`src/design/l1nkd_pkg.sv`:
```
package l1nkd_pkg;

   localparam int LANES        = 4;
   localparam int ELEMENT_BITS = 16;
   localparam int LANE_CNT_W   = 3;
   localparam int DIST_W       = 32;
   localparam int SUM_W        = 48;
   localparam int CNT_W        = 16;

   localparam int LANE_SUM_W = ELEMENT_BITS + $clog2(LANES);
   localparam int ADD_W      = ((LANE_SUM_W > DIST_W) ? LANE_SUM_W : DIST_W) + 1;
   localparam int LANE_CMP_W = ((LANE_CNT_W > $clog2(LANES) + 1) ? LANE_CNT_W
                                                                  : $clog2(LANES) + 1);
   localparam int DIV_CNT_W  = $clog2(SUM_W + 1);

   localparam logic [DIST_W-1:0] DIST_MAX = '1;
   localparam logic [SUM_W-1:0]  SUM_MAX  = '1;
   localparam logic [CNT_W-1:0]  CNT_MAX  = '1;

   typedef logic signed [ELEMENT_BITS-1:0] elem_type;
   typedef logic [ELEMENT_BITS-1:0]        diff_type;
   typedef logic [DIST_W-1:0]              dist_type;

   typedef struct packed {
      logic eov;
      logic eor;
      logic eoq;
   } mark_type;

endpackage

```
`src/design/l1nkd_lane.sv`:
```
module l1nkd_lane import l1nkd_pkg::*; (
   input  logic     clock,
   input  logic     advance,
   input  logic     lane_en,
   input  elem_type query_elem,
   input  elem_type ref_elem,
   output diff_type diff_ff
);

   logic [ELEMENT_BITS:0] delta;
   logic [ELEMENT_BITS:0] mag;
   diff_type              diff_in;

   assign delta   = {query_elem[ELEMENT_BITS-1], query_elem}
                  - {ref_elem[ELEMENT_BITS-1], ref_elem};
   assign mag     = delta[ELEMENT_BITS] ? (~delta + 1'b1) : delta;
   assign diff_in = lane_en ? mag[ELEMENT_BITS-1:0] : '0;

   always_ff @(posedge clock) begin
      if (advance) begin
         diff_ff <= diff_in;
      end
   end

endmodule

```
`src/design/l1nkd_merge.sv`:
```
module l1nkd_merge import l1nkd_pkg::*; (
   input  logic     clock,
   input  logic     reset,
   input  logic     advance,
   input  logic     s1_valid,
   input  mark_type s1_mark,
   input  diff_type diffs [LANES],
   output logic     s2_valid_ff,
   output mark_type s2_mark_ff,
   output dist_type dist_ff
);

   dist_type              acc_ff;
   dist_type              acc_in;
   dist_type              acc_new;
   logic [LANE_SUM_W-1:0] lane_sum;
   logic [ADD_W-1:0]      total;

   always_comb begin
      lane_sum = '0;
      for (int i = 0; i < LANES; i++) begin
         lane_sum = lane_sum + LANE_SUM_W'(diffs[i]);
      end
   end

   assign total   = ADD_W'(acc_ff) + ADD_W'(lane_sum);
   assign acc_new = (total > ADD_W'(DIST_MAX)) ? DIST_MAX : total[DIST_W-1:0];

   always_comb begin
      acc_in = acc_ff;
      if (s1_valid) begin
         acc_in = s1_mark.eov ? '0 : acc_new;
      end
   end

   always_ff @(posedge clock) begin
      if (reset) begin
         acc_ff      <= '0;
         s2_valid_ff <= 1'b0;
      end else if (advance) begin
         acc_ff      <= acc_in;
         s2_valid_ff <= s1_valid;
      end
   end

   always_ff @(posedge clock) begin
      if (advance) begin
         dist_ff    <= acc_new;
         s2_mark_ff <= s1_mark;
      end
   end

endmodule

```
`src/design/l1nkd_div.sv`:
```
module l1nkd_div import l1nkd_pkg::*; (
   input  logic             clock,
   input  logic             reset,
   input  logic             start,
   input  logic [SUM_W-1:0] dividend,
   input  logic [CNT_W-1:0] divisor,
   output logic             busy_ff,
   output logic             done_ff,
   output dist_type         average
);

   logic [SUM_W-1:0]     quo_ff;
   logic [CNT_W-1:0]     rem_ff;
   logic [CNT_W-1:0]     div_ff;
   logic [DIV_CNT_W-1:0] cnt_ff;
   logic [CNT_W:0]       shifted;
   logic                 fits;

   assign shifted = {rem_ff, quo_ff[SUM_W-1]};
   assign fits    = shifted >= {1'b0, div_ff};
   assign average = (|quo_ff[SUM_W-1:DIST_W]) ? DIST_MAX : quo_ff[DIST_W-1:0];

   always_ff @(posedge clock) begin
      if (reset) begin
         busy_ff <= 1'b0;
         done_ff <= 1'b0;
         cnt_ff  <= '0;
      end else begin
         done_ff <= 1'b0;
         if (start) begin
            busy_ff <= 1'b1;
            cnt_ff  <= DIV_CNT_W'(SUM_W);
         end else if (busy_ff) begin
            cnt_ff <= cnt_ff - 1'b1;
            if (cnt_ff == DIV_CNT_W'(1)) begin
               busy_ff <= 1'b0;
               done_ff <= 1'b1;
            end
         end
      end
   end

   always_ff @(posedge clock) begin
      if (start) begin
         quo_ff <= dividend;
         rem_ff <= '0;
         div_ff <= divisor;
      end else if (busy_ff) begin
         quo_ff <= {quo_ff[SUM_W-2:0], fits};
         rem_ff <= fits ? CNT_W'(shifted - {1'b0, div_ff}) : shifted[CNT_W-1:0];
      end
   end

endmodule

```
`src/design/l1_nearest_keyframe_distance.sv`:
```
// A frame result passes the lane registers, the merge stage and the result register
// after the transfer that ends the frame; a final result also passes the divider.
// Throughput: one item per cycle; a frame result held by the receiver stalls input,
// and the bit-serial 48-step divider for the set average holds off new items from
// when the set's last transfer leaves the merge stage until its done strobe has ended.
// Reset is synchronous, active high, and clears all accumulators and valids.
module l1_nearest_keyframe_distance import l1nkd_pkg::*; (
   input  logic                  clock,
   input  logic                  reset,
   input  logic                  req_valid,
   output logic                  req_ready,
   input  elem_type              req_query_elem_0,
   input  elem_type              req_query_elem_1,
   input  elem_type              req_query_elem_2,
   input  elem_type              req_query_elem_3,
   input  elem_type              req_ref_elem_0,
   input  elem_type              req_ref_elem_1,
   input  elem_type              req_ref_elem_2,
   input  elem_type              req_ref_elem_3,
   input  logic [LANE_CNT_W-1:0] req_lanes_used,
   input  logic                  req_end_of_vector,
   input  logic                  req_end_of_reference,
   input  logic                  req_end_of_query,
   output logic                  rsp_valid,
   input  logic                  rsp_ready,
   output dist_type              rsp_frame_min_distance,
   output dist_type              rsp_average_distance,
   output logic                  rsp_final_res
);

   elem_type         q_lane [LANES];
   elem_type         r_lane [LANES];
   diff_type         diffs  [LANES];
   logic [LANES-1:0] lane_en;

   mark_type         req_mark;
   logic             advance;
   logic             out_free;
   logic             s1_valid_ff;
   mark_type         s1_mark_ff;
   logic             s2_valid;
   mark_type         s2_mark;
   dist_type         s2_dist;

   dist_type         frame_min_ff;
   logic             seen_ff;
   logic [SUM_W-1:0] sum_ff;
   logic [CNT_W-1:0] count_ff;
   dist_type         min_new;
   logic [SUM_W:0]   sum_total;
   logic [SUM_W-1:0] sum_new;
   logic [CNT_W-1:0] count_new;
   logic             take;
   logic             div_start;
   logic             div_busy;
   logic             div_done;
   dist_type         div_average;

   logic             rsp_valid_ff;
   dist_type         rsp_min_ff;
   dist_type         rsp_avg_ff;
   logic             rsp_final_ff;

   assign q_lane[0] = req_query_elem_0;
   assign q_lane[1] = req_query_elem_1;
   assign q_lane[2] = req_query_elem_2;
   assign q_lane[3] = req_query_elem_3;
   assign r_lane[0] = req_ref_elem_0;
   assign r_lane[1] = req_ref_elem_1;
   assign r_lane[2] = req_ref_elem_2;
   assign r_lane[3] = req_ref_elem_3;

   assign req_mark.eoq = req_end_of_query;
   assign req_mark.eor = req_end_of_query | req_end_of_reference;
   assign req_mark.eov = req_end_of_query | req_end_of_reference | req_end_of_vector;

   // stall the whole pipe while the divider runs or a frame end meets a blocked slot
   assign out_free  = !rsp_valid_ff || rsp_ready;
   assign advance   = !div_busy && !div_done && !(s2_valid && s2_mark.eor && !out_free);
   assign req_ready = advance;

   for (genvar g = 0; g < LANES; g++) begin : g_lane
      assign lane_en[g] = LANE_CMP_W'(req_lanes_used) > LANE_CMP_W'(g);

      l1nkd_lane u_lane (
         .clock      (clock),
         .advance    (advance),
         .lane_en    (lane_en[g]),
         .query_elem (q_lane[g]),
         .ref_elem   (r_lane[g]),
         .diff_ff    (diffs[g])
      );
   end

   always_ff @(posedge clock) begin
      if (reset) begin
         s1_valid_ff <= 1'b0;
      end else if (advance) begin
         s1_valid_ff <= req_valid;
      end
   end

   always_ff @(posedge clock) begin
      if (advance) begin
         s1_mark_ff <= req_mark;
      end
   end

   l1nkd_merge u_merge (
      .clock       (clock),
      .reset       (reset),
      .advance     (advance),
      .s1_valid    (s1_valid_ff),
      .s1_mark     (s1_mark_ff),
      .diffs       (diffs),
      .s2_valid_ff (s2_valid),
      .s2_mark_ff  (s2_mark),
      .dist_ff     (s2_dist)
   );

   assign take      = advance && s2_valid;
   assign min_new   = (!seen_ff || s2_dist < frame_min_ff) ? s2_dist : frame_min_ff;
   assign sum_total = {1'b0, sum_ff} + (SUM_W + 1)'(min_new);
   assign sum_new   = sum_total[SUM_W] ? SUM_MAX : sum_total[SUM_W-1:0];
   assign count_new = (count_ff == CNT_MAX) ? count_ff : count_ff + 1'b1;
   assign div_start = take && s2_mark.eoq;

   always_ff @(posedge clock) begin
      if (reset) begin
         frame_min_ff <= '0;
         seen_ff      <= 1'b0;
         sum_ff       <= '0;
         count_ff     <= '0;
      end else if (take && s2_mark.eor) begin
         frame_min_ff <= '0;
         seen_ff      <= 1'b0;
         sum_ff       <= s2_mark.eoq ? '0 : sum_new;
         count_ff     <= s2_mark.eoq ? '0 : count_new;
      end else if (take && s2_mark.eov) begin
         frame_min_ff <= min_new;
         seen_ff      <= 1'b1;
      end
   end

   l1nkd_div u_div (
      .clock    (clock),
      .reset    (reset),
      .start    (div_start),
      .dividend (sum_new),
      .divisor  (count_new),
      .busy_ff  (div_busy),
      .done_ff  (div_done),
      .average  (div_average)
   );

   always_ff @(posedge clock) begin
      if (reset) begin
         rsp_valid_ff <= 1'b0;
      end else if (div_done || (take && s2_mark.eor && !s2_mark.eoq)) begin
         rsp_valid_ff <= 1'b1;
      end else if (rsp_ready) begin
         rsp_valid_ff <= 1'b0;
      end
   end

   always_ff @(posedge clock) begin
      if (take && s2_mark.eor) begin
         rsp_min_ff   <= min_new;
         rsp_avg_ff   <= '0;
         rsp_final_ff <= 1'b0;
      end else if (div_done) begin
         rsp_avg_ff   <= div_average;
         rsp_final_ff <= 1'b1;
      end
   end

   assign rsp_valid              = rsp_valid_ff;
   assign rsp_frame_min_distance = rsp_min_ff;
   assign rsp_average_distance   = rsp_avg_ff;
   assign rsp_final_res          = rsp_final_ff;

`ifndef SYNTHESIS
   a_div_blocks_input: assert property (@(posedge clock) disable iff (reset)
      div_busy |-> !req_ready)
      else $error("input taken while divider busy");

   a_slot_free_at_done: assert property (@(posedge clock) disable iff (reset)
      div_done |-> !rsp_valid_ff)
      else $error("divider finished into an occupied result slot");

   a_set_end_clears: assert property (@(posedge clock) disable iff (reset)
      div_start |=> (sum_ff == '0) && (count_ff == '0) && div_busy && !rsp_valid_ff)
      else $error("set end did not clear totals and start divider");

   a_partial_avg_zero: assert property (@(posedge clock) disable iff (reset)
      rsp_valid && !rsp_final_res |-> rsp_average_distance == '0)
      else $error("non-final result carries an average");
`endif

endmodule

```
`config.mk`:
```
export PLATFORM = sky130hd
export DESIGN_NAME = l1_nearest_keyframe_distance
export DESIGN_NICKNAME = d
export VERILOG_FILES = /design/src/design/l1nkd_pkg.sv /design/src/design/l1nkd_lane.sv /design/src/design/l1nkd_merge.sv /design/src/design/l1nkd_div.sv /design/src/design/l1_nearest_keyframe_distance.sv
export SDC_FILE = /design/constraint.sdc
export NUM_CORES = 1
export LEC_CHECK = 0
export BUFFER_PORTS_ARGS = -buffer_cell sky130_fd_sc_hd__buf_2
export CAP_MARGIN = 30
export CELL_PAD_IN_SITES_DETAIL_PLACEMENT = 1
export CELL_PAD_IN_SITES_GLOBAL_PLACEMENT = 1
export CORE_MARGIN = 10
export CORE_UTILIZATION = 40
export CTS_CLUSTER_DIAMETER = 60
export CTS_CLUSTER_SIZE = 20
export DETAILED_ROUTE_END_ITERATION = 8
export PLACE_DENSITY = 0.72
export SLEW_MARGIN = 15
export SYNTH_ARGS = -nofsm -noshare
export SYNTH_HDL_FRONTEND = slang
export SYNTH_HIERARCHICAL = 1
export SYNTH_SLANG_ARGS = --single-unit
```
`constraint.sdc`:
```
create_clock -name clock -period 9.8 [get_ports clock]
set_input_delay 0.49 -clock clock [delete_from_list [all_inputs] [get_ports clock]]
set_output_delay 0.49 -clock clock [all_outputs]
set_load 0.005 [all_outputs]
```
==> run summary, run 1 <==
Post-synth EDFFs = 198
sequential power share = 31.0%
number of top-level pins = 205
# hold bufs at CTS = 0
net switching power = 0.00287 W
Tmin final = 6.09 ns
drt first pass iters = 5
first-pass GRT wire length = 124,000 um
Final Skew = 0.0208 ns
adder-cell area share of the yosys netlist = 12.0%
startpoint types = flop
via-per-instance ratio = 5.53
H-tree levels = 2
area grow syn2layout = 11.3%
CTS tree = built
Slew @ Worst Pin = 0.885 ns
Clock Power Share = 21.0%
r2r endpoint = u_div/quo_ff[33]$_DFFE_PP_
uppermost layer routed = met5
HPWL after detailed placement = 58,600 um
Core Footprint = 66,100 sq um
mux contribution to synthesized area = 5.70%
switch share = 41.2%
WL met3 = 2740 um
hold path endpoint = s1_mark_ff[0]$_DFFE_PP_
Routed WL = 75,400 um
setup tns final = 0 ns
Synth Cell Area = 26,800 sq um
RSZ-0062 raised after global routing = false
post-route insts no fill = 3,933
dpl cells = 3,866
setup violators final = 0
Rows = 94
final hold violation count = 0
iteration-0 DRC count of the detailed router = 1,014
HP Class = primary input to flop
DRC viols = 0
largest net degree at the start of global routing = 71
hold path depth = 1
Synth Area in Simple Gates = 17.0%
Num CTS Buffers = 35
synth warn = 6
Clk Latency, worst-skew pair = 0.56 ns
Fmax achieved = 0.164 GHz
peak supply drop = 0.000176 V
Net Count, Synth = 3,257
fin crit share = 62.1%
M1 WL = 33,400 um
Reg2Reg Setup Slack = 3.71 ns
post-cts sizing count = 0
commonest non-fill, non-tap cell in the layout = inv_1
WP data arrival = 6.41 ns
post-layout power = 0.00697 W
internal power = 0.00410 W
Nets = 3,405
largest family of logic cells by synthesized area = compound AO/OA/AOI/OAI gates
relative slew slack = 41.0%
leak pwr = 12.7 nW
vias in the first global route = 23,392
Die Y = 279 um
metal2 WL = 38,300 um
Initial Util = 40.5%
clock slew at reported path FFs = 0.08 ns
Die Width = 279 um
hold_sp = req_end_of_query
Post-Synth XOR/XNOR Area = 4.59%
ys flop type = edfxtp_1
ratio of cells with drive above 1 in the final layout = 15.7%
Async SR Flop Fraction = 0%
All-Layer GR Usage = 19.0%
CP Class = flop to flop
most frequent cells in the layout = inv_1 (294), nand2_1 (231), buf_2 (204), nor2_1 (202), edfxtp_1 (198)
#FFs+latches synth = 387
clock sink count = 387
Compound-Gate Fraction of Synth Area = 18.1%
via count = 21,743
max-slew violation count = 0
cells after synthesis = 2,893
GRT overflow = 0
Avg WL per Cell = 19.2 um
RD Place Congestion = 0.861
CP Max Fanout = 34
DRT antenna net count = 0
Root Driver = clkbuf_16
status = complete, no violations
Max clock buf depth = 3
initial antenna violation count = 1
worst reg2reg path startpoint = u_merge/dist_ff[14]$_DFFE_PP_
element type at the critical path end = flop
syn_area_per_cell = 9.26 sq um
MaxCap Viol Count = 0
pwr/cell area = 234 nW/um^2
sequential-to-total area share from yosys stat = 36.3%
r2r worst-path depth = 21
Setup Buffers After CTS = 0
die area = 77,700 sq um
worst path required time = 10.12 ns
port bufs = 204
Netlist cell types = 100
Logic pwr share = 48.0%
## cells by family after synthesis
| kind of cell | count (synthesis) |
|---|---|
| and+or+nand+nor | 897 |
| adders and majority gates | 226 |
| AOI/OAI and AO/OA | 692 |
| xor gates and xnor gates | 137 |
| buffers and inverters | 412 |
| DFF | 387 |
| muxes | 142 |
## Yosys cell counts (7+ instances only)
cell type	number	area, sq um
a21o_1	52	390
buf_6	12	135
a41oi_1	8	70.1
mux2i_1	59	591
a22o_1	50	438
o221a_2	7	78.8
or2_2	40	250
o21bai_1	8	60.1
nand4_1	19	119
xnor2_1	77	674
a21boi_1	16	120
o31ai_1	15	113
mux2_2	80	901
nor2_1	203	762
o21ai_0	122	611
and3_1	41	257
o211ai_1	31	233
a21oi_1	145	726
and2_1	47	294
dfxtp_1	189	3780
o2111ai_1	8	70.1
a21oi_2	17	149
buf_1	10	37.5
a211oi_1	39	293
clkbuf_1	64	240
or3_1	41	257
o21ai_1	15	75.1
nor3_1	55	275
buf_2	30	150
nor4_1	12	75.1
o21a_1	15	113
a211o_1	11	96.3
and4_1	8	70.1
nand2_1	231	867
nor2b_1	21	131
nand3_1	90	450
nand2b_1	31	194
edfxtp_1	198	5950
ha_1	173	2160
fa_1	53	1060
xor2_1	56	490
a31oi_1	35	219
inv_1	294	1100
## critical path: stages (launching register included)
cell	delay, ns
edfxtp_1	0.42
ha_1	0.33
nand4_1	0.14
or3_1	0.39
o221ai_1	0.21
o211ai_1	0.18
nand2_1	0.32
buf_4	0.42
mux2_2	0.41
ha_1	0.21
inv_1	0.08
fa_1	0.20
nor2b_1	0.08
o2111ai_1	0.28
a211oi_1	0.15
o31ai_1	0.39
a21oi_2	0.15
o31ai_4	0.42
buf_4	0.42
o21ai_1	0.16
a21o_1	0.18
mux2_2	0.25
## registers in the layout (all words and copies together), names as in the netlist, 6 cells and up
| signal | count |
|---|---|
| u_div/div_ff | 16 |
| u_div/quo_ff | 48 |
| frame_min_ff | 32 |
| u_div/rem_ff | 16 |
| rsp_frame_min_distance | 32 |
| u_merge/acc_ff | 32 |
| u_div/cnt_ff | 6 |
| u_merge/dist_ff | 32 |
| sum_ff | 48 |
| count_ff | 16 |
| g_lane.u_lane/diff_ff | 64 |
| rsp_average_distance | 32 |
## worst max-delay path by stage
| stage | depth (start not counted) | startpoint | end |
|---|---|---|---|
| floorplan | 7 | rsp_ready | u_div/quo_ff[0]$_DFFE_PP_ |
| global placement | 21 | u_merge/dist_ff[14]$_DFFE_PP_ | u_div/quo_ff[33]$_DFFE_PP_ |
| detailed placement | 21 | u_merge/dist_ff[14]$_DFFE_PP_ | u_div/quo_ff[33]$_DFFE_PP_ |
| CTS | 21 | u_merge/dist_ff[14]$_DFFE_PP_ | u_div/quo_ff[33]$_DFFE_PP_ |
| global route | 21 | u_merge/dist_ff[13]$_DFFE_PP_ | u_div/quo_ff[33]$_DFFE_PP_ |
| finish | 21 | u_merge/dist_ff[14]$_DFFE_PP_ | u_div/quo_ff[33]$_DFFE_PP_ |
## metrics by stage
stage	utilization (%)	setup WS, ns	area [sq um]	hold WS [ns]
2_1_floorplan	-	1.93	26800	0.400
3_3_place_gp	43.1	3.81	28500	0.411
3_5_place_dp	43.2	3.68	28600	0.419
4_1_cts	45.0	3.66	29800	0.116
5_1_grt	45.1	3.25	29800	0.132
6_report	45.1	3.71	29800	0.148
## layer usage
| layer | GRT usage [%] | up-vias |
|---|---|---|
| li1 | - | 10642 |
| met1 | 23.5 | 10713 |
| met2 | 35.0 | 322 |
| met3 | 2.63 | 64 |
| met4 | 3.26 | 2 |
| met5 | 0 | - |
## final cells by class
class | instances | area, sq um
Fill cell | 7649 | 36300
Multi-Input combinational cell | 2094 | 15400
Sequential cell | 387 | 9730
Timing Repair Buffer | 228 | 1260
Inverter | 295 | 1110
Tap cell | 864 | 1080
Clock buffer | 40 | 940
Clock inverter | 23 | 268
Antenna cell | 2 | 5.00
## power groups by stage
stage | registers, W | clock network, W | logic, W
floorplan | 0.00214 | 0 | 0.00253
global placement | 0.00219 | 0 | 0.00320
detailed placement | 0.00220 | 0 | 0.00333
CTS | 0.00217 | 0.00151 | 0.00336
global route | 0.00219 | 0.00157 | 0.00381
finish | 0.00216 | 0.00147 | 0.00334
Power figures use the tool's default switching activity.
==> inputs of run 2 (changes only) <==
--- a/config.mk
+++ b/config.mk
@@ -5,6 +5,7 @@
 export SDC_FILE = /design/constraint.sdc
 export NUM_CORES = 1
 export LEC_CHECK = 0
+export ABC_AREA = 1
 export BUFFER_PORTS_ARGS = -buffer_cell sky130_fd_sc_hd__buf_2
 export CAP_MARGIN = 30
 export CELL_PAD_IN_SITES_DETAIL_PLACEMENT = 1
@@ -14,7 +15,7 @@
 export CTS_CLUSTER_DIAMETER = 60
 export CTS_CLUSTER_SIZE = 20
 export DETAILED_ROUTE_END_ITERATION = 8
-export PLACE_DENSITY = 0.72
+export PLACE_DENSITY = 0.76
 export SLEW_MARGIN = 15
 export SYNTH_ARGS = -nofsm -noshare
 export SYNTH_HDL_FRONTEND = slang
==> constraint.sdc (replaced) <==
create_clock -name clock -period 6.2 [get_ports clock]
set_input_delay 0.31 -clock clock [delete_from_list [all_inputs] [get_ports clock]]
set_output_delay 0.31 -clock clock [all_outputs]
set_load 0.005 [all_outputs]
==> run 2 against run 1 <==
Final area rose by 11%; critical path depth rose by 5; count of clock-buffer cells in the layout rose by 2; synthesized cell count rose by 52%; setup slack got worse by 2.5 ns; global-route usage rose by 1.6 points; sequential share of layout area fell by 3.2 points; total power rose by 68%; area after synthesis rose by 11%; register-to-register slack got worse by 2.5 ns; sequential power rose by 55%; sequential cell count did not move; critical path type unchanged; largest power group unchanged.
==> run summary, run 2 <==
uppermost layer routed = met5
via-per-instance ratio = 4.95
Final Skew = 0.0406 ns
DRC viols = 0
Rows = 99
WL met3 = 2980 um
CP Max Fanout = 32
hold_sp = req_end_of_reference
sequential power share = 28.6%
die area = 85,400 sq um
worst reg2reg path startpoint = u_merge/dist_ff[31]$_DFFE_PP_
post-cts sizing count = 0
first-pass GRT wire length = 146,000 um
Net Count, Synth = 4,751
Routed WL = 89,200 um
Clk Latency, worst-skew pair = 0.60 ns
largest area contributor in the netlist = edfxtp_1
iteration-0 DRC count of the detailed router = 1,223
Initial Util = 40.5%
vias in the first global route = 28,780
startpoint types = flop
HP Class = primary input to flop
Fmax achieved = 0.199 GHz
switch share = 45.1%
r2r endpoint = u_div/quo_ff[46]$_DFFE_PP_
Die Width = 292 um
post-layout power = 0.0117 W
net switching power = 0.00528 W
pwr/cell area = 355 nW/um^2
Reg2Reg Setup Slack = 1.18 ns
dpl ws = 1.20 ns
leak pwr = 17.5 nW
status = complete, no violations
post-synth top area share = 20.1%
number of top-level pins = 205
GRT overflow = 0
ys flop type = edfxtp_1
hold path depth = 2
Root Driver = clkbuf_16
drt first pass iters = 5
clock sink count = 387
M1 WL = 39,700 um
sequential-to-total area share from yosys stat = 32.8%
ratio of cells with drive above 1 in the final layout = 11.1%
Setup WS post-layout = 1.18 ns
Avg WL per Cell = 16.1 um
via count = 27,487
RSZ-0062 raised after global routing = false
relative slew slack = 33.5%
Synth area leaders = edfxtp_1 (20%), nand2_1 (18%), dfxtp_1 (13%), inv_1 (11%), ha_1 (7.3%)
Netlist cell types = 53
critical path startpoint = u_merge/dist_ff[31]$_DFFE_PP_
element type at the critical path end = flop
cells after synthesis = 4,387
synth warn = 6
metal2 WL = 44,300 um
Final Util = 45.1%
fin crit share = 80.9%
count leader, synth = nand2_1
Core Footprint = 73,200 sq um
final hold violation count = 0
commonest non-fill, non-tap cell in the layout = nand2_1
setup violators final = 0
WP data arrival = 5.43 ns
Clock Power Share = 21.9%
Logic pwr share = 49.6%
CP Class = flop to flop
r2r worst-path depth = 26
hold slack = 0.0168 ns
#FFs+latches synth = 387
peak supply drop = 0.000303 V
initial antenna violation count = 2
syn_area_per_cell = 6.76 sq um
largest net degree at the start of global routing = 94
max-slew violation count = 0
clock slew at reported path FFs = 0.08 ns
most frequent cells in the layout = nand2_1 (1,452), inv_1 (878), nand3_1 (277), nor2_1 (268), a21oi_1 (213)
CTS tree = built
top flop regs = g_lane.u_lane/diff_ff: 64 flops, sum_ff: 48 flops, u_div/quo_ff: 48 flops
HPWL after detailed placement = 72,500 um
Biggest register = g_lane.u_lane/diff_ff
RD Place Congestion = 0.939
Nets = 4,932
setup tns final = 0 ns
worst path required time = 6.61 ns
All-Layer GR Usage = 20.7%
port bufs = 204
H-tree levels = 2
internal power = 0.00644 W
DRT antenna net count = 0
Die Y = 292 um
Num CTS Buffers = 38
Slew @ Worst Pin = 0.995 ns
MaxCap Viol Count = 0
hold path endpoint = s1_mark_ff[1]$_DFFE_PP_
Tmin final = 5.02 ns
Post-synth top cells = nand2_1 (1,452), inv_1 (879), nand3_1 (277)
Max clock buf depth = 3
Synth Cell Area = 29,600 sq um
diode count = 0
Post-synth EDFFs = 198
Async SR Flop Fraction = 0%
area grow syn2layout = 11.4%
max reg flops = 64
## run 2: cell types whose count changed in the layout (fill, tap and decap cells not counted), sizes merged, moves of 61 or more
cell / delta
mux2: -83
inv: +622
nand3: +223
nand2: +1272
nor2: +123
xnor2: -61
## run 2: kinds of logic (layout without fill, tap and decap cells)
kind of cell    Yosys count  count (layout)  share of synthesized area [%]
xor+xnor                 55              55                           1.63
buf+inv                1000            1211                           13.1
flops                   387             387                           32.8
simple gates           2294            2294                           33.8
fa+ha+maj               226             226                           10.9
compound gates          425             425                           7.75
## run 2: cell type report
type	count	area, sq um
multi-input combinational	3000	16000
tap	959	1200
clock buffer	42	1010
sequential	387	9730
clock inverter	28	362
timing repair buffer	227	1230
inverter	914	3430
fill	9571	40200
## run 2: repair_timing
| action | in CTS | in global routing |
|---|---|---|
| hold buffers | 2 | 0 |
| endpoints found under the hold margin | 2 | 0 |
| setup buffers | 0 | 0 |
## run 2: power by group through the flow
stage | sequential [W] | clock, W | combinational (W)
global placement | 0.00340 | 0 | 0.00563
global route | 0.00337 | 0.00272 | 0.00661
detailed placement | 0.00341 | 0 | 0.00578
floorplan | 0.00332 | 0 | 0.00420
CTS | 0.00335 | 0.00264 | 0.00583
finish | 0.00335 | 0.00256 | 0.00581
## run 2: worst max-delay path: stages, from the launching register on
cell and delay, ns:
edfxtp_1 0.40, ha_1 0.32, nand2_1 0.07, nor2_1 0.16, nand4_1 0.18, a21oi_1 0.17
nor2_1 0.09, nand2_1 0.10, buf_4 0.37, nand3_1 0.16, nand2_1 0.13, ha_1 0.17
inv_1 0.08, fa_1 0.43, inv_1 0.08, nand3_1 0.06, nand2_1 0.14, nand2_1 0.09
o211ai_2 0.09, nand2_1 0.13, nand2_1 0.16, nand3_1 0.11, nand2_2 0.63, inv_2 0.14
nand3_1 0.17, nand2_1 0.06, o21ai_0 0.15
## run 2: worst max path at each step
stage,end,slack [ns],cells past startpoint
4_1_cts,u_div/quo_ff[46]$_DFFE_PP_,1.16,26
5_1_grt,u_div/quo_ff[46]$_DFFE_PP_,0.71,26
2_1_floorplan,u_div/quo_ff[0]$_DFFE_PP_,0.06,8
3_3_place_gp,u_div/quo_ff[41]$_DFFE_PP_,1.39,26
6_report,u_div/quo_ff[46]$_DFFE_PP_,1.18,26
3_5_place_dp,u_div/quo_ff[46]$_DFFE_PP_,1.20,26
## run 2: stage by stage
| stage | cell area (sq um) | cells |
|---|---|---|
| floorplan | 29600 | 4387 |
| global placement | 31600 | 5482 |
| detailed placement | 31600 | 5484 |
| CTS | 33000 | 5556 |
| global route | 33000 | 5557 |
| finish | 33000 | 5557 |
## run 2: metal layers
layer  track usage [%]  vias to the layer above
li1                  -                    14007
met1              25.1                    12989
met2              37.8                      367
met3              2.56                      120
met4              5.52                        4
met5                 0                        -
==> inputs of run 3 (changes only) <==
--- a/config.mk
+++ b/config.mk
@@ -15,7 +15,7 @@
 export CTS_CLUSTER_DIAMETER = 60
 export CTS_CLUSTER_SIZE = 20
 export DETAILED_ROUTE_END_ITERATION = 8
-export PLACE_DENSITY = 0.76
+export PLACE_DENSITY = 0.79
 export SLEW_MARGIN = 15
 export SYNTH_ARGS = -nofsm -noshare
 export SYNTH_HDL_FRONTEND = slang
==> constraint.sdc (replaced) <==
create_clock -name clock -period 4.35 [get_ports clock]
set_input_delay 0.2175 -clock clock [delete_from_list [all_inputs] [get_ports clock]]
set_output_delay 0.2175 -clock clock [all_outputs]
set_load 0.005 [all_outputs]
==> run 3 against run 2 <==
Cell count rose by 0.86%; count of clock-buffer cells in the layout fell by 3; clock power rose by 33%; non-clock buffer count rose by 52; register-to-register slack got worse by 0.96 ns; setup slack got worse by 0.96 ns; sequential cell count did not move; total power rose by 42%; fmax rose by 21%; clock skew rose by 0.0059 ns; via count rose by 1.3%; routed wire length rose by 2.3%.
==> run summary, run 3 (synthesis results as in run 2) <==
WP data arrival = 4.44 ns
critical-path cell list = inv_1 > fa_1 > inv_1 > fa_1 > inv_1 > fa_1 > inv_1 > ha_1 > nand3_1 > nand3_1 > nand2_1 > nand2_1 > nand3_2 > nand3_2 > nand2_2 > buf_12 > inv_4 > or2_1
commonest non-fill, non-tap cell in the layout = nand2_1
CP Max Fanout = 15
All-Layer GR Usage = 21.0%
Routed WL = 91,300 um
Fmax achieved = 0.242 GHz
Crit-path slowest cell = fa_1
Avg WL per Cell = 16.3 um
Nets = 4,982
final instance area = 33,600 sq um
pwr/cell area = 495 nW/um^2
DRT antenna net count = 0
first-pass GRT wire length = 149,000 um
iteration-0 DRC count of the detailed router = 1,461
HP Class = primary input to flop
Slew @ Worst Pin = 0.956 ns
Max clock buf depth = 3
Tmin final = 4.13 ns
Biggest register = g_lane.u_lane/diff_ff
max reg flops = 64
hold path endpoint = g_lane[2].u_lane/diff_ff[0]$_SDFFCE_PN0P_
Slowest Stage Delay on Critical Path = 0.52 ns
die area = 85,400 sq um
Root Driver = clkbuf_16
number of top-level pins = 205
largest net degree at the start of global routing = 76
worst path required time = 4.66 ns
status = complete, no violations
startpoint types = flop
most frequent cells in the layout = nand2_1 (1,440), inv_1 (875), nand3_1 (272), nor2_1 (257), buf_2 (204)
DP Area = 32,000 sq um
initial antenna violation count = 2
diode count = 0
leak pwr = 17.7 nW
vias in the first global route = 29,204
worst reg2reg path startpoint = g_lane[2].u_lane/diff_ff[2]$_SDFFCE_PN0P_
Initial Util = 40.5%
hold_sp = req_ref_elem_2[0]
HPWL after detailed placement = 73,700 um
CP bufs+invs = 6
Die Width = 292 um
max-slew violation count = 0
MaxCap Viol Count = 0
area grow syn2layout = 13.5%
H-tree levels = 2
peak supply drop = 0.000502 V
Num CTS Buffers = 36
via count = 27,850
final hold violation count = 0
hold path depth = 3
r2r worst-path depth = 18
DRC viols = 0
GRT overflow = 0
top flop regs = g_lane.u_lane/diff_ff: 64 flops, sum_ff: 48 flops, u_div/quo_ff: 48 flops
element type at the critical path end = flop
top cell family by delay on the critical path = adder cells
ratio of cells with drive above 1 in the final layout = 13.2%
Reg2Reg Setup Slack = 0.22 ns
Die Y = 292 um
Final Skew = 0.0465 ns
setup tns final = 0 ns
setup violators final = 0
RD Place Congestion = 0.927
RSZ-0062 raised after global routing = true
Rows = 99
fin crit share = 94.9%
via-per-instance ratio = 4.97
clock slew at reported path FFs = 0.08 ns
clock sink count = 387
CTS tree = built
port bufs = 204
r2r endpoint = u_merge/dist_ff[1]$_DFFE_PP_
drt first pass iters = 5
Clk Latency, worst-skew pair = 0.59 ns
relative slew slack = 36.2%
CP Class = flop to flop
Core Footprint = 73,200 sq um
Most common cell on crit path = inv_1
==> run 3: cell count changes in the layout (fill, tap and decap cells not counted), sizes merged <==
cell	change
buf	+48
bufinv	-2
clkinvlp	+5
clkbuf	-1
clkinv	-4
dlygate4sd3	+2
==> run 3: worst max-delay path by stage <==
stage                                                    startpoint                      endpoint  slack [ns]  cells after the start
after global placement                u_merge/dist_ff[31]$_DFFE_PP_    u_div/quo_ff[38]$_DFFE_PP_        0.17                     24
after global routing                  frame_min_ff[31]$_SDFFE_PP0P_    u_div/quo_ff[40]$_DFFE_PP_       -0.06                     27
after detailed placement              u_merge/dist_ff[29]$_DFFE_PP_    u_div/quo_ff[38]$_DFFE_PP_        0.08                     24
after CTS                             u_merge/dist_ff[30]$_DFFE_PP_     u_div/quo_ff[1]$_DFFE_PP_       0.003                     27
after floorplan                     u_merge/s2_mark_ff[1]$_DFFE_PP_     u_div/quo_ff[0]$_DFFE_PP_       -0.94                      8
final                     g_lane[2].u_lane/diff_ff[2]$_SDFFCE_PN0P_  u_merge/dist_ff[1]$_DFFE_PP_        0.22                     18
==> run 3: worst register-to-register path, delay by kind of cell, from the launching register on <==
| family | cells | cell delay [ns] |
|---|---|---|
| simple gates | 8 | 1.01 |
| flops | 1 | 0.43 |
| fa+ha+maj | 4 | 1.86 |
| buf+inv | 6 | 0.55 |
==> run 3: cell type report <==
cell class                 instances  area [sq um]
clock buffer                      39           955
clock inverter                    27           285
fill                            9673         39600
inverter                         914          3440
multi-input combinational       3000         16300
sequential                       387          9730
tap                              959          1200
timing repair buffer             279          1710
==> run 3: power breakdown <==
part | switching (W) | internal [W] | total [W]
Clock | 0.00169 | 0.00170 | 0.00340
Sequential | 0.000262 | 0.00451 | 0.00477
Combinational | 0.00554 | 0.00294 | 0.00847
==> run 3: per-layer routing <==
metal  up-vias  share of wire [%]  global-route usage, %
met5         -              0.014                      0
met4         2                3.4                   6.90
li1      14097                  -                      -
met3       139                3.4                   2.63
met2       425                 49                   37.7
met1     13187                 44                   25.5
==> run 3: through the flow <==
step                      util (%)  cells  setup WS (ns)  power, W  hold slack [ns]
after floorplan                  -   4387         -0.936    0.0107            0.287
after global placement        43.6   5526          0.170    0.0128            0.409
after detailed placement      43.7   5528         0.0829    0.0132            0.416
after CTS                     45.5   5598        0.00335    0.0167           0.0669
after global routing          45.9   5605        -0.0616    0.0181            0.113
final                         45.9   5605          0.220    0.0166            0.127
==> run 3: what timing repair did <==
action                                 CTS  global route
hold buffers                             4             0
setup buffers                            0             5
resized for setup                        0            75
endpoints found under the hold margin    4             0
setup endpoints to repair                0            95
